===== src/hw/rtl/assert_macros.svh =====
// Assertion macros shared by the congestion window RTL.
// No dependencies; included by files that carry concurrent checks.
`ifndef ASSERT_MACROS_SVH
`define ASSERT_MACROS_SVH

`ifndef SYNTH

// Property that must hold at every clock edge outside reset.
`define ASSERT_ALWAYS(lbl, prop, msg) \
  lbl: assert property (@(posedge clk) disable iff (!rst_n) (prop)) else $error(msg);

// Property whose consequent must hold in the cycle after the antecedent.
`define ASSERT_NEXT(lbl, ante, cons, msg) \
  lbl: assert property (@(posedge clk) disable iff (!rst_n) (ante) |=> (cons)) else $error(msg);

`else

`define ASSERT_ALWAYS(lbl, prop, msg)

`define ASSERT_NEXT(lbl, ante, cons, msg)

`endif

`endif


===== src/hw/rtl/tcw_pkg.sv =====
// Package for the congestion window block: widths, reset values, codes and
// the command and status structs between controller and datapath. No dependencies.
package tcw_pkg;

  // Default window width; the top level parameter takes its default from here.
  localparam int WINDOW_BITS_DEF = 24;

  // Fixed field widths.
  localparam int SEG_W      = 16;
  localparam int CFG_DATA_W = 24;
  localparam int OUT_W      = 24;
  localparam int CNT_W      = 32;
  localparam int MODE_W     = 2;

  // Divider: dividend is the squared segment size.
  localparam int DIV_W      = 2 * SEG_W;
  localparam int DIV_STEPS  = DIV_W;
  localparam int DIV_CNT_W  = $clog2(DIV_STEPS);

  // Reset values of the configuration registers.
  localparam logic [SEG_W-1:0]      RESET_SEGMENT   = 16'd1460;
  localparam logic [CFG_DATA_W-1:0] RESET_THRESHOLD = 24'd64000;

  // Configuration register indexes.
  localparam logic CFG_SEGMENT_SIZE      = 1'b0;
  localparam logic CFG_INITIAL_THRESHOLD = 1'b1;

  // Branch codes reported in the result.
  localparam logic [MODE_W-1:0] MODE_TIMEOUT   = 2'd0;
  localparam logic [MODE_W-1:0] MODE_SLOW      = 2'd1;
  localparam logic [MODE_W-1:0] MODE_AVOIDANCE = 2'd2;

  // Commands from the controller to the datapath.
  typedef struct packed {
    logic capture;   // latch the request and start the divider
    logic div_step;  // one restoring division step
    logic commit;    // update the state and load the result register
  } tcw_cmd_t;

  // Status from the datapath to the controller.
  typedef struct packed {
    logic needs_div; // the pending request is an avoidance step on a nonzero window
    logic div_last;  // the current division step is the final one
  } tcw_status_t;

endpackage


===== src/hw/rtl/tcw_if.sv =====
// Valid/ready channel interfaces for the request and result streams.
// Depends on tcw_pkg for the field widths.
interface tcw_in_if import tcw_pkg::*; ();
  logic valid;
  logic ready;
  logic is_timeout;

  modport source (output valid, output is_timeout, input ready);
  modport sink   (input valid, input is_timeout, output ready);
endinterface

interface tcw_out_if import tcw_pkg::*; ();
  logic              valid;
  logic              ready;
  logic [OUT_W-1:0]  window;
  logic [OUT_W-1:0]  threshold;
  logic [MODE_W-1:0] mode;
  logic [CNT_W-1:0]  slow_start_count;
  logic [CNT_W-1:0]  avoidance_count;

  modport source (output valid, output window, output threshold, output mode,
                  output slow_start_count, output avoidance_count, input ready);
  modport sink   (input valid, input window, input threshold, input mode,
                  input slow_start_count, input avoidance_count, output ready);
endinterface


===== src/hw/rtl/tcw_ctrl.sv =====
// Controller state machine: sequences capture, division and commit, and owns
// the request ready and result valid flags. Depends on tcw_pkg.
module tcw_ctrl import tcw_pkg::*; (
  input  logic        clk,
  input  logic        rst_n,
  input  logic        in_valid,
  output logic        in_ready,
  output logic        out_valid,
  input  logic        out_ready,
  input  tcw_status_t status,
  output tcw_cmd_t    cmd
);

  localparam logic [1:0] ST_IDLE   = 2'd0;
  localparam logic [1:0] ST_DIV    = 2'd1;
  localparam logic [1:0] ST_COMMIT = 2'd2;

  logic [1:0] state_r, state_nxt;
  logic       out_valid_r, out_valid_nxt;
  logic       accept;
  logic       out_free;

  assign in_ready  = (state_r == ST_IDLE);
  assign accept    = in_valid && in_ready;
  assign out_free  = !out_valid_r || out_ready;
  assign out_valid = out_valid_r;

  // Next state and commands.
  always_comb begin
    state_nxt    = state_r;
    cmd.capture  = 1'b0;
    cmd.div_step = 1'b0;
    cmd.commit   = 1'b0;
    case (state_r)
      ST_IDLE: begin
        if (accept) begin
          cmd.capture = 1'b1;
          state_nxt   = status.needs_div ? ST_DIV : ST_COMMIT;
        end
      end
      ST_DIV: begin
        cmd.div_step = 1'b1;
        if (status.div_last) begin
          state_nxt = ST_COMMIT;
        end
      end
      ST_COMMIT: begin
        if (out_free) begin
          cmd.commit = 1'b1;
          state_nxt  = ST_IDLE;
        end
      end
      default: begin
        state_nxt = ST_IDLE;
      end
    endcase
  end

  // The result register is full after a commit until the receiver takes it.
  always_comb begin
    out_valid_nxt = out_valid_r;
    if (out_ready) begin
      out_valid_nxt = 1'b0;
    end
    if (cmd.commit) begin
      out_valid_nxt = 1'b1;
    end
  end

  always_ff @(posedge clk) begin
    if (!rst_n) begin
      state_r     <= ST_IDLE;
      out_valid_r <= 1'b0;
    end else begin
      state_r     <= state_nxt;
      out_valid_r <= out_valid_nxt;
    end
  end

endmodule


===== src/hw/rtl/tcw_dp.sv =====
// Datapath: configuration registers, window and threshold state, step counters,
// the bit-serial divider and the result register. Depends on tcw_pkg.
module tcw_dp import tcw_pkg::*; #(
  parameter int WINDOW_BITS = WINDOW_BITS_DEF
) (
  input  logic                  clk,
  input  logic                  rst_n,
  input  logic                  cfg_wr_en,
  input  logic                  cfg_index,
  input  logic [CFG_DATA_W-1:0] cfg_wdata,
  input  logic                  in_is_timeout,
  input  tcw_cmd_t              cmd,
  output tcw_status_t           status,
  output logic [OUT_W-1:0]      out_window,
  output logic [OUT_W-1:0]      out_threshold,
  output logic [MODE_W-1:0]     out_mode,
  output logic [CNT_W-1:0]      out_slow_start_count,
  output logic [CNT_W-1:0]      out_avoidance_count
);

  localparam int SUM_W = DIV_W + 1;

  logic [SEG_W-1:0]       seg_r;
  logic [WINDOW_BITS-1:0] win_r, win_nxt;
  logic [WINDOW_BITS-1:0] thr_r, thr_nxt;
  logic [CNT_W-1:0]       ss_cnt_r, ss_cnt_nxt;
  logic [CNT_W-1:0]       ca_cnt_r, ca_cnt_nxt;
  logic [MODE_W-1:0]      mode_r, mode_nxt;

  logic [DIV_W-1:0]       quo_r;
  logic [WINDOW_BITS-1:0] rem_r;
  logic [DIV_CNT_W-1:0]   cnt_r;

  logic [OUT_W-1:0]       res_win_r;
  logic [OUT_W-1:0]       res_thr_r;
  logic [MODE_W-1:0]      res_mode_r;
  logic [CNT_W-1:0]       res_ss_r;
  logic [CNT_W-1:0]       res_ca_r;

  logic [DIV_W-1:0]       seg_sq;
  logic [WINDOW_BITS:0]   rem_sh;
  logic [WINDOW_BITS:0]   rem_diff;
  logic                   rem_ge;
  logic [DIV_W-1:0]       inc;
  logic [SUM_W-1:0]       sum;
  logic [WINDOW_BITS-1:0] win_max;
  logic                   win_zero;

  assign win_max  = '1;
  assign win_zero = (win_r == '0);

  // Branch chosen by the incoming request.
  always_comb begin
    if (in_is_timeout) begin
      mode_nxt = MODE_TIMEOUT;
    end else if (win_r < thr_r) begin
      mode_nxt = MODE_SLOW;
    end else begin
      mode_nxt = MODE_AVOIDANCE;
    end
  end

  assign status.needs_div = (mode_nxt == MODE_AVOIDANCE) && !win_zero;
  assign status.div_last  = (cnt_r == DIV_CNT_W'(DIV_STEPS - 1));

  // Squared segment size, registered into the divider at capture.
  assign seg_sq = {{SEG_W{1'b0}}, seg_r} * {{SEG_W{1'b0}}, seg_r};

  // One restoring step: shift in a dividend bit, subtract the window if it fits.
  assign rem_sh   = {rem_r, quo_r[DIV_W-1]};
  assign rem_diff = rem_sh - {1'b0, win_r};
  assign rem_ge   = (rem_sh >= {1'b0, win_r});

  // Saturating window update.
  assign inc = win_zero ? DIV_W'(seg_r) : quo_r;
  assign sum = SUM_W'(win_r) + SUM_W'(inc);

  always_comb begin
    win_nxt    = win_r;
    thr_nxt    = thr_r;
    ss_cnt_nxt = ss_cnt_r;
    ca_cnt_nxt = ca_cnt_r;
    case (mode_r)
      MODE_TIMEOUT: begin
        thr_nxt    = win_r >> 1;
        win_nxt    = WINDOW_BITS'(seg_r);
        ss_cnt_nxt = ss_cnt_r + 1'b1;
      end
      MODE_SLOW: begin
        win_nxt    = (SUM_W'(win_r) + SUM_W'(seg_r) > SUM_W'(win_max)) ?
                     win_max : WINDOW_BITS'(SUM_W'(win_r) + SUM_W'(seg_r));
        ss_cnt_nxt = ss_cnt_r + 1'b1;
      end
      MODE_AVOIDANCE: begin
        win_nxt    = (sum > SUM_W'(win_max)) ? win_max : WINDOW_BITS'(sum);
        ca_cnt_nxt = ca_cnt_r + 1'b1;
      end
      default: begin
      end
    endcase
  end

  // Architectural state and configuration.
  always_ff @(posedge clk) begin
    if (!rst_n) begin
      seg_r    <= RESET_SEGMENT;
      win_r    <= '0;
      thr_r    <= WINDOW_BITS'(RESET_THRESHOLD);
      ss_cnt_r <= '0;
      ca_cnt_r <= '0;
    end else begin
      if (cfg_wr_en) begin
        case (cfg_index)
          CFG_SEGMENT_SIZE: begin
            seg_r <= cfg_wdata[SEG_W-1:0];
          end
          CFG_INITIAL_THRESHOLD: begin
            thr_r <= WINDOW_BITS'(cfg_wdata);
          end
          default: begin
          end
        endcase
      end
      if (cmd.commit) begin
        win_r    <= win_nxt;
        thr_r    <= thr_nxt;
        ss_cnt_r <= ss_cnt_nxt;
        ca_cnt_r <= ca_cnt_nxt;
      end
    end
  end

  // Request latch and divider.
  always_ff @(posedge clk) begin
    if (!rst_n) begin
      cnt_r <= '0;
    end else if (cmd.capture) begin
      cnt_r <= '0;
    end else if (cmd.div_step) begin
      cnt_r <= cnt_r + 1'b1;
    end
  end

  always_ff @(posedge clk) begin
    if (cmd.capture) begin
      mode_r <= mode_nxt;
      quo_r  <= seg_sq;
      rem_r  <= '0;
    end else if (cmd.div_step) begin
      quo_r <= {quo_r[DIV_W-2:0], rem_ge};
      rem_r <= rem_ge ? rem_diff[WINDOW_BITS-1:0] : rem_sh[WINDOW_BITS-1:0];
    end
  end

  // Result register, loaded at commit with the updated state.
  always_ff @(posedge clk) begin
    if (cmd.commit) begin
      res_win_r  <= OUT_W'(win_nxt);
      res_thr_r  <= OUT_W'(thr_nxt);
      res_mode_r <= mode_r;
      res_ss_r   <= ss_cnt_nxt;
      res_ca_r   <= ca_cnt_nxt;
    end
  end

  assign out_window           = res_win_r;
  assign out_threshold        = res_thr_r;
  assign out_mode             = res_mode_r;
  assign out_slow_start_count = res_ss_r;
  assign out_avoidance_count  = res_ca_r;

endmodule


===== src/hw/rtl/tcp_congestion_window_core.sv =====
// TCP Tahoe congestion window core: top level joining controller and datapath.
// Depends on tcw_pkg, tcw_if.sv, tcw_ctrl, tcw_dp and assert_macros.svh.
//
// Usage: each request on in_req carries one event, is_timeout high for a
// retransmission timeout and low for an acknowledgement. Every request
// yields exactly one result on out_res: the new window and threshold, the
// branch taken and the two step counters.
// Sequence: a timeout, a slow start step or an avoidance step on a zero
// window goes from acceptance to the commit state; an avoidance step on a
// nonzero window first runs the bit-serial divider (segment squared over
// window), one quotient bit per cycle. A request commits once the result
// register is free and shows on out_res in the cycle after its commit. One
// request is in work at a time: no new request is taken before it commits.
// The result sits in an output register, so the next request is taken while
// an earlier result waits; if the receiver holds ready low, the following
// request waits at its commit until the result register is free.
// Reset (synchronous, active low) sets the segment size to 1460, the
// threshold to 64000 and clears the window and counters. The user must write
// configuration via cfg_wr_en/cfg_index/cfg_wdata while idle; not enforced.
module tcp_congestion_window_core import tcw_pkg::*; #(
  parameter int WINDOW_BITS = WINDOW_BITS_DEF
) (
  input  logic                  clk,
  input  logic                  rst_n,
  input  logic                  cfg_wr_en,
  input  logic                  cfg_index,
  input  logic [CFG_DATA_W-1:0] cfg_wdata,
  tcw_in_if.sink                in_req,
  tcw_out_if.source             out_res
);

`include "assert_macros.svh"

  tcw_cmd_t    cmd;
  tcw_status_t status;
  logic        in_ready;
  logic        out_valid;

  tcw_ctrl u_ctrl (
    .clk       (clk),
    .rst_n     (rst_n),
    .in_valid  (in_req.valid),
    .in_ready  (in_ready),
    .out_valid (out_valid),
    .out_ready (out_res.ready),
    .status    (status),
    .cmd       (cmd)
  );

  tcw_dp #(
    .WINDOW_BITS (WINDOW_BITS)
  ) u_dp (
    .clk                  (clk),
    .rst_n                (rst_n),
    .cfg_wr_en            (cfg_wr_en),
    .cfg_index            (cfg_index),
    .cfg_wdata            (cfg_wdata),
    .in_is_timeout        (in_req.is_timeout),
    .cmd                  (cmd),
    .status               (status),
    .out_window           (out_res.window),
    .out_threshold        (out_res.threshold),
    .out_mode             (out_res.mode),
    .out_slow_start_count (out_res.slow_start_count),
    .out_avoidance_count  (out_res.avoidance_count)
  );

  assign in_req.ready  = in_ready;
  assign out_res.valid = out_valid;

  // An accepted request leaves the core busy in the cycle after it is accepted.
  `ASSERT_NEXT(a_busy_after_accept, in_req.valid && in_ready, !in_ready, "ready after accept")

  // A commit never overwrites a result the receiver has not taken.
  `ASSERT_ALWAYS(a_commit_slot_free, !cmd.commit || !out_valid || out_res.ready, "result lost")

  // Capture, division and commit are mutually exclusive.
  `ASSERT_ALWAYS(a_cmd_onehot, $onehot0({cmd.capture, cmd.div_step, cmd.commit}), "cmd overlap")

  // The last division step is always followed by a commit attempt, not another step.
  `ASSERT_NEXT(a_div_ends, cmd.div_step && status.div_last, !cmd.div_step, "divider overrun")

endmodule

===== src/flat_wrapper.sv =====
// flat-port wrapper written by rule: the top's interface ports become plain ports
module tcp_congestion_window_core_flat import tcw_pkg::*;
#(
  parameter int WINDOW_BITS = WINDOW_BITS_DEF
)
  (clk, rst_n, cfg_wr_en, cfg_index, cfg_wdata, in_req_valid, in_req_is_timeout, in_req_ready, out_res_valid, out_res_window, out_res_threshold, out_res_mode, out_res_slow_start_count, out_res_avoidance_count, out_res_ready);
  tcw_in_if in_req_i ();
  tcw_out_if out_res_i ();
  input  logic clk;
  input  logic rst_n;
  input  logic cfg_wr_en;
  input  logic cfg_index;
  input  logic [CFG_DATA_W-1:0] cfg_wdata;
  input wire logic [$bits(in_req_i.valid)-1:0] in_req_valid;
  input wire logic [$bits(in_req_i.is_timeout)-1:0] in_req_is_timeout;
  output wire logic [$bits(in_req_i.ready)-1:0] in_req_ready;
  output wire logic [$bits(out_res_i.valid)-1:0] out_res_valid;
  output wire logic [$bits(out_res_i.window)-1:0] out_res_window;
  output wire logic [$bits(out_res_i.threshold)-1:0] out_res_threshold;
  output wire logic [$bits(out_res_i.mode)-1:0] out_res_mode;
  output wire logic [$bits(out_res_i.slow_start_count)-1:0] out_res_slow_start_count;
  output wire logic [$bits(out_res_i.avoidance_count)-1:0] out_res_avoidance_count;
  input wire logic [$bits(out_res_i.ready)-1:0] out_res_ready;
  assign in_req_i.valid = in_req_valid;
  assign in_req_i.is_timeout = in_req_is_timeout;
  assign in_req_ready = in_req_i.ready;
  assign out_res_valid = out_res_i.valid;
  assign out_res_window = out_res_i.window;
  assign out_res_threshold = out_res_i.threshold;
  assign out_res_mode = out_res_i.mode;
  assign out_res_slow_start_count = out_res_i.slow_start_count;
  assign out_res_avoidance_count = out_res_i.avoidance_count;
  assign out_res_i.ready = out_res_ready;
  tcp_congestion_window_core #(.WINDOW_BITS(WINDOW_BITS)) u_core (.clk(clk), .rst_n(rst_n), .cfg_wr_en(cfg_wr_en), .cfg_index(cfg_index), .cfg_wdata(cfg_wdata), .in_req(in_req_i), .out_res(out_res_i));
endmodule

===== config.mk =====
export PLATFORM = sky130hd
export DESIGN_NAME = tcp_congestion_window_core_flat
export DESIGN_NICKNAME = d
export VERILOG_FILES = /design/src/hw/rtl/tcw_pkg.sv /design/src/hw/rtl/tcw_if.sv /design/src/hw/rtl/tcw_ctrl.sv /design/src/hw/rtl/tcw_dp.sv /design/src/hw/rtl/tcp_congestion_window_core.sv /design/src/flat_wrapper.sv
export VERILOG_INCLUDE_DIRS = /design/src /design/src/hw/rtl
export SDC_FILE = /design/constraint.sdc
export NUM_CORES = 1
export LEC_CHECK = 0
export BUFFER_PORTS_ARGS = -buffer_cell sky130_fd_sc_hd__buf_2
export CORE_MARGIN = 3
export CORE_UTILIZATION = 64
export CTS_BUF_LIST = sky130_fd_sc_hd__clkbuf_8
export DETAILED_ROUTE_END_ITERATION = 16
export GPL_TIMING_DRIVEN = 0
export PLACE_DENSITY_LB_ADDON = 0.1
export SYNTH_ARGS = -nofsm -noshare
export SYNTH_HDL_FRONTEND = slang
export SYNTH_SLANG_ARGS = --single-unit

===== constraint.sdc =====
create_clock -name clk -period 7.9 [get_ports clk]
set_input_delay 0.79 -clock clk [delete_from_list [all_inputs] [get_ports clk]]
set_output_delay 0.79 -clock clk [all_outputs]
set_load 0.05 [all_outputs]

; ---- Yosys cells after proc, flatten, opt, wreduce, memory -nomap -nowiden
; Index checks and enable logic that the tools add are counted.
[op_classes]
add_sub_neg = 6
multipliers = 1
magnitude_cmp = 4
eq_ne = 9
n_mux = 27
bitwise = 2
reduce_logical = 17
[ops]
columns = op, n
row1 = 24-bit 2-to-1 mux, 7
row2 = 32-bit 2-to-1 mux, 5
row3 = 24-bit case mux with 3 select lines, 1
row4 = 33-bit by 24-bit greater-than comparator with 1-bit output (second input constant), 2
row5 = 32-bit by 1-bit adder with 32-bit output (second input constant), 2
row6 = 24-bit by 32-bit adder with 33-bit output, 1
row7 = 16-bit by 16-bit multiplier with 32-bit output, 1
row8 = 24-bit by 16-bit adder with 25-bit output, 1
row9 = 25-bit by 24-bit >= comparator with 1-bit output, 1
row10 = 24-bit logical NOT, 1
row11 = 24-bit < comparator, 1
row12 = 24-bit subtractor, 1
row13 = 2-bit 2-to-1 mux, 6
row14 = 2-bit nonzero test, 4
row15 = 1-bit 2-to-1 mux, 7
row16 = 2-bit == test (second input constant), 3
row17 = 2-bit case mux with 3 select lines, 1
row18 = 5-bit by 1-bit adder with 5-bit output (second input constant), 1
row19 = 5-bit == test (second input constant), 1
row20 = 2-bit by 1-bit == test with 1-bit output (second input constant), 2
row21 = 2-bit logical NOT, 2
row22 = 2-bit by 1-bit inequality test with 1-bit output (second input constant), 2
row23 = 2-bit AND reduction, 2
row24 = 2-bit OR reduction, 2
row25 = other kinds (6), 9
[totals]
reg_bits = 308
input_bits = 31
output_inout_bits = 116
word_cells = 82

; ---- Longest topological paths before layout
; Gate-level depths: netlist of the first run.
[depth]
ltp_word = 8
depth_mapped = 27
mapped_depth_nobuf = 25

; ---- By module
; Synthesis of the first run repeated with hierarchy kept, for this count alone.
[unflattened]
cells_unflattened = 2755
hier_area_um2 = 25512.0
[by_module_without_submodules]
columns = mod, instances, cells_per_inst, area_each_um2, seq_area_each_um2
row1 = tcw_dp, 1, 2736, 25338.1, 7587.3
row2 = tcw_ctrl, 1, 19, 173.9, 60.1

; ---- Least setup slack after synthesis of the first run
; OpenSTA, ideal clock, no wires.
[synth_path]
path_kind = reg-to-reg
startpoint = register u_core.u_dp.seg_r[1]
endpoint = register u_core.u_dp.quo_r[31], data pin
setup_ps = 268
arrival_ps = 6399
required_ps = 7632
setup_slack_ps = 1233
stages_incl_launch_ff = 27
path_buffers = 2
period_less_slack_ps = 6667
path_cell_list = dfxtp_1 clkbuf_1 clkbuf_1 nand2_1 fa_1 inv_1 ha_1 a21o_1 fa_1 inv_1 fa_1 inv_1 fa_1 inv_1 fa_1 inv_1 ha_1 and3_1 o21ai_0 o21ai_0 o311a_1 o311a_1 a2111oi_0 o21ai_0 a31oi_1 xnor2_1 o21ai_0
[synth_via]
elab_chain_cells = 2
[synth_rtl]
columns = element, line
row1 = from (decl), tcw_dp.sv:23  ; logic [SEG_W-1:0] seg_r;
row2 = from (signal assigned), tcw_dp.sv:115  ; seg_r <= cfg_wdata[SEG_W-1:0];
row3 = 16-bit by 16-bit multiplier with 32-bit output, tcw_dp.sv:67  ; assign seg_sq = {{SEG_W{1'b0}}, seg_r} * {{SEG_W{1'b0}}, seg_r};
row4 = 32-bit 2-to-1 mux, tcw_dp.sv:145  ; if (cmd.capture) begin
row5 = to (signal assigned), tcw_dp.sv:147  ; quo_r <= seg_sq;
row6 = to (signal assigned), tcw_dp.sv:150  ; quo_r <= {quo_r[DIV_W-2:0], rem_ge};
row7 = to (decl), tcw_dp.sv:30  ; logic [DIV_W-1:0] quo_r;
; Every way passes these cells.
; A chain may end at the register's enable or synchronous reset.

; ---- Final worst setup path of the first run
[layout_path]
startpoint = register u_core.u_dp.seg_r[9]
endpoint = register u_core.u_dp.quo_r[31], data pin
; The elaborated chain is that of the path after synthesis.

==> summary.txt, run 1 <==
Setup path
  • CP Data Required Time: 8.27 ns
  • Critical path buffer and inverter count: 7
  • CP Capture Type: flop
  • Worst Path Arrival: 7.90 ns
  • Max FO, Critical Path: 10
  • Crit-path max cell delay: 0.55 ns
  • CP delay by family, top: adder cells
  • CP Launch Type: flop
  • Slowest stage cell, crit path: fa_1
  • Crit Path Class: flop to flop

Route
  • Router iterations before antenna repair: 7
  • Final ANT Viol Nets: 0
  • Via-to-Cell Ratio: 6.08
  • DR DRC count: 0
  • Drt wl/cell: 20.6 microns
  • Vias: 21.2k
  • Initial drt markers: 1,851
  • DRT Wirelength: 71.7 mm

CTS
  • CTS Buffer Depth: 3
  • CTS clock-pin slew for the worst setup and hold paths: 0.07 ns
  • CTS Buf Count: 50
  • Clock sinks: 308
  • Clock Latency Late Sink: 0.64 ns
  • Root Driver: clkbuf_8
  • Cts hold-fix bufs: 0
  • H-tree Lvls: 2
  • CTS tree: yes

Synth
  • Largest family of logic cells by synthesized area: adder cells
  • Count leader, synth: nand2_1
  • Post-synth EDFFs: 148
  • Async SR Flop Fraction: 0%
  • Syn avg cell area: 9.14 sq um
  • Synthesized net count: 3,121
  • Post-synthesis register bit count: 308
  • Synthesized instance count: 2,730
  • Post-Synth Adder-Cell Area: 23.1%
  • Syn Std Cell Area: 0.0250 sq mm
  • Main synth FF type: dfxtp_1
  • Proportion of synthesized area in mux cells: 1.52%
  • Area leader, netlist: edfxtp_1
  • Synth Area in Compound Gates: 15.9%
  • Post-synthesis xor/xnor area fraction: 6.56%
  • Top cells by area, synth: edfxtp_1 (18%), fa_1 (14%), dfxtp_1 (13%)
  • Sequential share of the synthesized area: 30.6%
  • Synth top cells by count: nand2_1 (360), inv_1 (299), o21ai_0 (192), ha_1 (191), fa_1 (169)
  • Ys Warns: 0
  • Distinct cells, synth: 83
  • Post-synth top area share: 17.8%
  • Post-Synth Simple-Gate Area: 15.7%

Timing
  • PnR worst setup slack: 0.368 ns
  • Worst Clk Skew: 0.0269 ns
  • Period utilisation layout: 95.3%
  • RSZ-0062 raised after global routing: false
  • # setup viols final: 0
  • Final Max Slew Viols: 0
  • Min cycle time layout: 7.53 ns
  • Hold WS: 0.414 ns
  • Worst-Margin Slew: 1.32 ns
  • Worst slew margin: 12.2%
  • Setup TNS: 0 ns
  • F_max: 0.133 GHz
  • Hold Vio Cnt, Final: 0

Placed design
  • # port buffers: 145
  • Worst slack, placed: -0.121 ns
  • Cell Area, Placed: 0.0264 sq mm
  • HPWL after detailed placement: 55.9 mm
  • GP Congestion: 0.972

Global route
  • Initial antenna violation count: 1
  • Pin count of the biggest net entering global routing: 60
  • First-pass GRT wire length: 113 mm
  • Number of global-route vias before repair: 20.9k
  • Remaining global-route overflow: 0
  • Total track usage: 34.9%

Final layout
  • Reg area: 0.00765 sq mm
  • Design Area, Final: 0.0274 sq mm
  • Share of cells above drive strength 1: 10.2%
  • Area of the multi-input gates: 0.0157 sq mm
  • Final #Nets: 3,317
  • # diodes: 0
  • P&R area growth vs syn: 9.74%
  • Fill cell count: 2,962

Floorplan
  • CORE AREA: 0.0380 sq mm
  • # IOs: 147
  • Die Y-Extent: 203 microns
  • Starting Density: 65.6%
  • Die Area: 0.0414 sq mm
  • # rows: 71
  • Die width: 203 microns

Status
  • Run status: finished, final reports clean

Pwr
  • Leak pwr: 12.6 nW
  • Cell area power density: 334 mW/mm^2
  • VDD IR max: 0.000429 V

Worst hold path
  • Hold Path Class: primary input to flop

Run
  • Max_cap viols: 0
-- sequential cells by signal (all words and copies together) (netlist names) --
signal	count
u_core.u_dp.ss_cnt_r	32
u_core.u_dp.out_slow_start_count	32
u_core.u_dp.rem_r	24
u_core.u_dp.mode_r	2
u_core.u_dp.out_threshold	24
u_core.u_dp.out_avoidance_count	32
u_core.u_ctrl.state_r	2
u_core.u_dp.seg_r	16
u_core.u_dp.quo_r	32
u_core.u_dp.out_mode	2
u_core.u_ctrl.out_valid	1
u_core.u_dp.out_window	24
u_core.u_dp.win_r	24
u_core.u_dp.cnt_r	5
u_core.u_dp.thr_r	24
u_core.u_dp.ca_cnt_r	32
-- tightest hold or removal path, delay by kind of cell --
family | cells | cell delay [ns]
buf+inv | 1 | 0.10
simple gates | 2 | 0.12
-- cell type report --
class	instances	share of cell area, %
Timing Repair Buffer	147	2.82
Inverter	303	4.15
Sequential cell	308	27.9
Buffer	121	1.87
Clock inverter	37	0.850
Multi-Input combinational cell	1995	57.2
Tap cell	511	2.34
Clock buffer	56	2.81
-- kinds of logic after synthesis --
| logic type | after synthesis |
|---|---|
| multiplexers | 36 |
| XOR/XNOR | 187 |
| adder cells (fa/ha/maj) | 360 |
| AO/OA/AOI/OAI | 600 |
| AND/OR/NAND/NOR | 812 |
| flip-flops | 308 |
| buffers and inverters | 427 |
-- worst paths after layout --
| kind | from | end | slack, ns | cells past startpoint |
|---|---|---|---|---|
| max | u_core.u_dp.seg_r[9] | u_core.u_dp.quo_r[31] | 0.37 | 26 |
| min reg2reg | u_core.u_dp.rem_r[23] | u_core.u_dp.rem_r[23] | 0.47 | 2 |
| max reg2reg | u_core.u_dp.seg_r[9] | u_core.u_dp.quo_r[31] | 0.37 | 26 |
| min | cfg_wdata[4] | u_core.u_dp.seg_r[4] | 0.41 | 3 |
-- metrics by stage --
step | util, % | cells | power (W)
floorplan | - | 2730 | 0.00607
global placement | 69.2 | 3386 | 0.00752
detailed placement | 69.3 | 3388 | 0.00764
CTS | 72.0 | 3481 | 0.00908
global route | 72.0 | 3478 | 0.00974
finish | 72.0 | 3478 | 0.00915
-- what timing repair did --
action | 4_1_cts | 5_1_grt
gates resized for setup | 3 | 26
setup endpoints to repair | 2 | 7
setup buffers | 0 | 0
-- placed cells by master (no fill, tap or decap), types with 17 or more instances in the layout --
| cell | instances |
|---|---|
| nand2b_1 | 20 |
| clkbuf_8 | 56 |
| nand2_1 | 360 |
| a31oi_1 | 24 |
| a21boi_0 | 39 |
| mux2i_1 | 21 |
| nand4_1 | 19 |
| nand3_1 | 54 |
| xnor2_1 | 111 |
| fa_1 | 169 |
| dfxtp_1 | 160 |
| a21o_1 | 47 |
| edfxtp_1 | 148 |
| xor2_1 | 76 |
| o211ai_1 | 42 |
| o21ai_0 | 192 |
| a21oi_1 | 106 |
| nor2_1 | 97 |
| clkbuf_1 | 93 |
| nor3_1 | 25 |
| buf_2 | 148 |
| o211a_1 | 18 |
| inv_1 | 308 |
| or3_1 | 34 |
| clkinv_2 | 17 |
| a211oi_1 | 17 |
| ha_1 | 191 |
| and2_1 | 116 |
| and3_1 | 34 |
-- power breakdown --
group / switching [W] / leakage, nW / internal (W)
logic: 0.00351 / 9.35 / 0.00197
clock network: 0.000706 / 0.571 / 0.000726
registers: 0.000229 / 2.71 / 0.00200
total: 0.00445 / 12.6 / 0.00471
-- metal layers --
metal / up-vias / part of all wire, % / GRT usage, %
met5: - / 0.015 / 0
met4: 2 / 5.6 / 17.6
met3: 235 / 8.6 / 6.23
met2: 1056 / 46 / 57.1
met1: 10100 / 39 / 44.7
li1: 9713 / - / -
Power figures use the tool's default switching activity.
==> run 2: changes to the inputs <==
--- a/config.mk
+++ b/config.mk
@@ -8,7 +8,7 @@
 export LEC_CHECK = 0
 export BUFFER_PORTS_ARGS = -buffer_cell sky130_fd_sc_hd__buf_2
 export CORE_MARGIN = 3
-export CORE_UTILIZATION = 64
+export CORE_UTILIZATION = 39
 export CTS_BUF_LIST = sky130_fd_sc_hd__clkbuf_8
 export DETAILED_ROUTE_END_ITERATION = 16
 export GPL_TIMING_DRIVEN = 0
==> summary.txt, run 2 (synthesis gave the netlist of run 1 again) <==
Pwr
  • Logic gate share of total power: 58.6%
  • Sw frac: 47.4%
  • Seq pwr share: 24.3%
  • Leak pwr: 12.7 nW
  • Cell area power density: 328 mW/mm^2
  • Cell Int Power: 0.00484 W
  • Clk pwr share: 17.2%
  • Sw Pwr: 0.00436 W
  • VDD IR max: 0.000291 V

Timing
  • Final Max Slew Viols: 0
  • Period utilisation layout: 94.6%
  • Worst-Margin Slew: 0.995 ns
  • # setup viols final: 0
  • Hold Vio Cnt, Final: 0
  • Min cycle time layout: 7.47 ns
  • Worst Clk Skew: 0.0272 ns
  • Worst slew margin: 33.7%
  • RSZ-0062 raised after global routing: false
  • PnR worst setup slack: 0.426 ns
  • F_max: 0.134 GHz

Worst hold path
  • Hold Crit Start: cfg_wdata[5]
  • Min-Delay Path Depth: 3
  • WHS Endpoint: u_core.u_dp.seg_r[5]
  • Hold Path Class: primary input to flop

Setup path
  • Max FO, Critical Path: 10
  • Worst-path cell chain: clkbuf_1 > clkbuf_1 > nand2_1 > fa_1 > inv_1 > fa_1 > fa_1 > fa_1 > fa_1 > inv_1 > fa_1 > inv_1 > ha_1 > a21oi_1 > inv_1 > o311a_1 > a2111oi_2 > o21ai_0 > a21oi_1 > xor2_1 > o21ai_0
  • CP Launch Type: flop
  • CP Capture Type: flop
  • Slowest stage cell, crit path: clkbuf_1
  • Crit Path Class: flop to flop
  • Crit-path max cell delay: 0.63 ns
  • Reg2Reg Depth: 21
  • Critical Path Most Common Cell: fa_1
  • Worst reg2reg startpoint: u_core.u_dp.seg_r[15]
  • Critical path buffer and inverter count: 6
  • CP delay by family, top: adder cells
  • Worst Path Arrival: 7.84 ns
  • Crit Reg-Reg Endpoint: u_core.u_dp.quo_r[29]
  • R2R Setup Slk: 0.43 ns
  • CP Data Required Time: 8.26 ns

Floorplan
  • Starting Density: 39.5%
  • # IOs: 147
  • # rows: 92
  • Die width: 259 microns
  • Die Area: 0.0670 sq mm
  • CORE AREA: 0.0632 sq mm
  • Die Y-Extent: 259 microns

Final layout
  • Share of cells above drive strength 1: 10.3%
  • Most frequent cells in the layout: nand2_1 (360), inv_1 (317), o21ai_0 (192), ha_1 (191), fa_1 (169)
  • Most common cell after layout, fill and taps aside: nand2_1
  • Fill cell count: 6,259
  • Final #Nets: 3,326
  • P&R area growth vs syn: 12.3%
  • Area of the multi-input gates: 0.0157 sq mm
  • Design Area, Final: 0.0280 sq mm
  • Reg area: 0.00765 sq mm

CTS
  • CTS Buf Count: 56
  • Clock sinks: 308
  • CTS tree: yes
  • CTS Buffer Depth: 3
  • CTS clock-pin slew for the worst setup and hold paths: 0.06 ns
  • Clock Latency Late Sink: 0.65 ns
  • H-tree Lvls: 2
  • Root Driver: clkbuf_8

Run
  • Max_cap viols: 0

Route
  • Router iterations before antenna repair: 8
  • Initial drt markers: 1,179
  • Final ANT Viol Nets: 0
  • DR DRC count: 0
  • DRT Wirelength: 77.3 mm
  • Via-to-Cell Ratio: 5.31
  • Vias: 20.3k
  • Drt wl/cell: 20.2 microns

Global route
  • Remaining global-route overflow: 0
  • Pin count of the biggest net entering global routing: 63
  • Total track usage: 23.1%
  • Initial antenna violation count: 5
  • First-pass GRT wire length: 120 mm
  • Number of global-route vias before repair: 20.9k

Placed design
  • # port buffers: 145
  • Cell Area, Placed: 0.0268 sq mm
  • HPWL after detailed placement: 60.7 mm
  • GP Congestion: 0.919
  • Worst slack, placed: -0.337 ns

Status
  • Run status: finished, final reports clean
## run 2: changes by cell type in the layout (fill, tap and decap cells not counted), sizes merged, moves of 2 or more
cell / change
inv: +7
clkbuf: +8
clkinv: -4
bufinv: +2
diode: +5
## run 2: repair_timing
item	in CTS	in global routing
resized for setup	7	21
gates cloned	0	0
setup endpoints to repair	6	6
endpoints found under the hold margin	0	0
hold buffers	0	0
buffers inserted	0	0
## run 2: worst max path at each step
stage | to | cells after the start | start
2_1_floorplan | u_core.u_dp.quo_r[31] | 26 | u_core.u_dp.seg_r[1]
3_3_place_gp | u_core.u_dp.quo_r[31] | 26 | u_core.u_dp.seg_r[9]
3_5_place_dp | u_core.u_dp.quo_r[31] | 26 | u_core.u_dp.seg_r[9]
4_1_cts | u_core.u_dp.quo_r[31] | 21 | u_core.u_dp.seg_r[14]
5_1_grt | u_core.u_dp.quo_r[30] | 26 | u_core.u_dp.seg_r[1]
6_report | u_core.u_dp.quo_r[29] | 21 | u_core.u_dp.seg_r[15]
## run 2: area by class of cell
cell class | instances | share of cell area (%)
Sequential cell | 308 | 27.3
Inverter | 303 | 4.06
Timing Repair Buffer | 148 | 2.86
Clock inverter | 43 | 1.09
Tap cell | 846 | 3.78
Clock buffer | 62 | 3.05
Buffer | 123 | 1.86
Antenna cell | 5 | 0.0447
Multi-Input combinational cell | 1995 | 56.0
## run 2: stage by stage
step                      setup TNS [ns]  power (W)  hold slack (ns)  utilization [%]  cells
after global routing                   0    0.00996            0.401             44.3   3829
after global placement            -0.934    0.00761            0.445             42.3   3721
after CTS                              0    0.00926            0.373             44.2   3827
after detailed placement           -1.05    0.00764            0.453             42.4   3723
final                                  0    0.00919            0.408             44.3   3833
after floorplan                        0    0.00607            0.426                -   2730
## run 2: tightest hold or removal path: cells and delay by family
kind,cells,cell delay [ns]
AND/OR/NAND/NOR,2,0.12
buffers and inverters,1,0.09
## run 2: per-layer routing
metal	up-vias	part of all wire, %	global-route usage (%)
met5	-	0.022	0
met4	4	4.6	10.1
met3	178	5.8	3.79
met2	592	47	39.2
met1	9838	42	29.0
li1	9735	-	-
## run 2: power groups by stage
stage	Sequential (W)	Combinational (W)	Clock, W
2_1_floorplan	0.00244	0.00363	0
3_3_place_gp	0.00228	0.00533	0
3_5_place_dp	0.00227	0.00537	0
4_1_cts	0.00223	0.00540	0.00162
5_1_grt	0.00225	0.00602	0.00169
6_report	0.00223	0.00538	0.00158
==> run 3: changes to the inputs <==
--- a/config.mk
+++ b/config.mk
@@ -13,6 +13,7 @@
 export DETAILED_ROUTE_END_ITERATION = 16
 export GPL_TIMING_DRIVEN = 0
 export PLACE_DENSITY_LB_ADDON = 0.1
+export REMOVE_ABC_BUFFERS = 1
 export SYNTH_ARGS = -nofsm -noshare
 export SYNTH_HDL_FRONTEND = slang
 export SYNTH_SLANG_ARGS = --single-unit
==> constraint.sdc (replaced) <==
create_clock -name clk -period 7.9 [get_ports clk]
set_input_delay 1.58 -clock clk [delete_from_list [all_inputs] [get_ports clk]]
set_output_delay 1.58 -clock clk [all_outputs]
set_load 0.05 [all_outputs]
==> summary.txt, run 3 (synthesis gave the netlist of run 1 again) <==
Route
  • Vias: 19.4k
  • Drt wl/cell: 18.0 microns
  • DRT Wirelength: 66.6 mm
  • DR DRC count: 0
  • Initial drt markers: 1,185
  • Final ANT Viol Nets: 0
  • Router iterations before antenna repair: 5
  • Via-to-Cell Ratio: 5.23

Timing
  • RSZ-0062 raised after global routing: false
  • Worst slew margin: 11.0%
  • Period utilisation layout: 93.7%
  • Min cycle time layout: 7.40 ns
  • # setup viols final: 0
  • Hold WS: 0.463 ns
  • F_max: 0.135 GHz
  • Worst Clk Skew: 0.0373 ns
  • Hold Vio Cnt, Final: 0
  • Final Max Slew Viols: 0
  • Worst-Margin Slew: 1.34 ns
  • PnR worst setup slack: 0.499 ns

CTS
  • CTS clock-pin slew for the worst setup and hold paths: 0.06 ns
  • CTS tree: yes
  • Clock Latency Late Sink: 0.62 ns
  • Post-CTS Setup Bufs: 0
  • H-tree Lvls: 2
  • CTS Buf Count: 51
  • CTS Buffer Depth: 3
  • Root Driver: clkbuf_8
  • Clock sinks: 308

Floorplan
  • Die Y-Extent: 259 microns
  • Starting Density: 39.5%
  • # IOs: 147
  • Die Area: 0.0670 sq mm
  • Die width: 259 microns
  • CORE AREA: 0.0632 sq mm
  • # rows: 92

Placed design
  • Worst slack, placed: 0.215 ns
  • HPWL after detailed placement: 49.5 mm
  • GP Congestion: 0.859
  • # port buffers: 146

Global route
  • Met3 Use GR: 2.02%
  • Pin count of the biggest net entering global routing: 100
  • Remaining global-route overflow: 0
  • Total track usage: 19.9%
  • Number of global-route vias before repair: 19.9k
  • GR met2 Demand/Resource: 34.4%
  • First-pass GRT wire length: 107 mm
  • Met1 Use GR: 25.8%
  • Initial antenna violation count: 1
  • Gr busiest metal: met2

Setup path
  • CP Launch Type: flop
  • Worst Path Arrival: 7.76 ns
  • Max FO, Critical Path: 21
  • CP delay by family, top: adder cells
  • Crit-path max cell delay: 0.97 ns
  • Critical path origin: u_core.u_dp.seg_r[2]
  • Crit Path Class: flop to flop
  • R2R Setup Slk: 0.50 ns
  • Critical path buffer and inverter count: 5
  • CP endpoint: u_core.u_dp.quo_r[31]
  • Crit Reg-Reg Endpoint: u_core.u_dp.quo_r[31]
  • Slowest stage cell, crit path: dfxtp_1
  • Worst-path cell chain: nand2_1 > fa_1 > inv_1 > ha_1 > a21o_1 > fa_1 > inv_1 > fa_1 > inv_1 > fa_1 > inv_1 > fa_1 > inv_1 > ha_1 > and3_1 > o21ai_0 > o21ai_0 > o311a_1 > o311a_1 > a2111oi_0 > o21ai_0 > a31oi_1 > xnor2_1 > o21ai_0
  • Reg2Reg Depth: 24
  • CP Capture Type: flop
  • Worst reg2reg startpoint: u_core.u_dp.seg_r[2]
  • Levels on crit path: 24
  • CP Data Required Time: 8.26 ns

Final layout
  • P&R area growth vs syn: 10.2%
  • Share of cells above drive strength 1: 10.2%
  • Most common cell after layout, fill and taps aside: nand2_1
  • Final #Nets: 3,205
  • Most frequent cells in the layout: nand2_1 (359), inv_1 (328), o21ai_0 (192), ha_1 (191), fa_1 (169)

Pwr
  • Cell area power density: 312 mW/mm^2
  • Leak pwr: 12.5 nW
  • VDD IR max: 0.000177 V
  • Total power: 0.00858 W

Status
  • Run status: finished, final reports clean

Worst hold path
  • Hold Path Class: flop to flop

Run
  • Max_cap viols: 0
run 3: changes by cell type in the layout (fill, tap and decap cells not counted), moves of 4 or more:
cell,delta
buf_1,-6
dfxtp_1,-6
clkbuf_1,-95
buf_6,-4
dfxtp_2,+6
clkinv_2,-10
clkbuf_8,-4
clkbuf_2,-12
clkinv_1,-5
inv_1,+11
run 3: final cells by class:
class	count	area, sq um
Multi-Input combinational cell	1995	15700
Inverter	303	1140
Fill cell	6248	35700
Sequential cell	308	7650
Antenna cell	2	5.00
Clock inverter	37	183
Tap cell	846	1060
Timing Repair Buffer	155	946
Clock buffer	58	798
run 3: stage by stage:
step | instance area (sq um) | utilization, % | setup TNS [ns] | cells
finish | 27500 | 43.5 | 0 | 3704
global route | 27500 | 43.5 | 0 | 3703
CTS | 27400 | 43.4 | 0 | 3701
detailed placement | 26500 | 41.9 | 0 | 3606
global placement | 26200 | 41.5 | -866.99 | 3598
floorplan | 24500 | - | -90.69 | 2606
run 3: worst min-delay path by stage:
stage,cells after the start,slack [ns],end,start
after detailed placement,2,0.46,u_core.u_dp.rem_r[23],u_core.u_dp.rem_r[23]
after global routing,2,0.49,u_core.u_dp.cnt_r[4],u_core.u_dp.cnt_r[4]
after floorplan,2,0.43,u_core.u_dp.rem_r[23],u_core.u_dp.rem_r[23]
final,2,0.46,u_core.u_dp.cnt_r[4],u_core.u_dp.cnt_r[4]
after CTS,2,0.47,u_core.u_dp.cnt_r[4],u_core.u_dp.cnt_r[4]
after global placement,2,0.44,u_core.u_dp.rem_r[23],u_core.u_dp.rem_r[23]
run 3: worst min-delay path, cell delays in order (launching register included):
cell,delay [ns]
dfxtp_1,0.31
nand2_1,0.05
a21oi_1,0.05
run 3: metal layers:
layer	wire length, microns	vias up
li1	-	9477
met1	29900	9356
met2	31700	422
met3	2610	126
met4	2410	0
met5	0	-
run 3: what timing repair did:
item | in CTS | in global routing
resized for setup | 0 | 6
hold buffers | 0 | 0
endpoints found under the setup margin | 0 | 2
run 3: where the power goes:
| group | leakage [nW] | switching [W] | total [W] | internal (W) |
|---|---|---|---|---|
| Sequential | 2.71 | 0.000263 | 0.00227 | 0.00201 |
| Clock | 0.612 | 0.000667 | 0.00137 | 0.000704 |
| Combinational | 9.22 | 0.00300 | 0.00494 | 0.00193 |
| Total | 12.5 | 0.00393 | 0.00858 | 0.00464 |
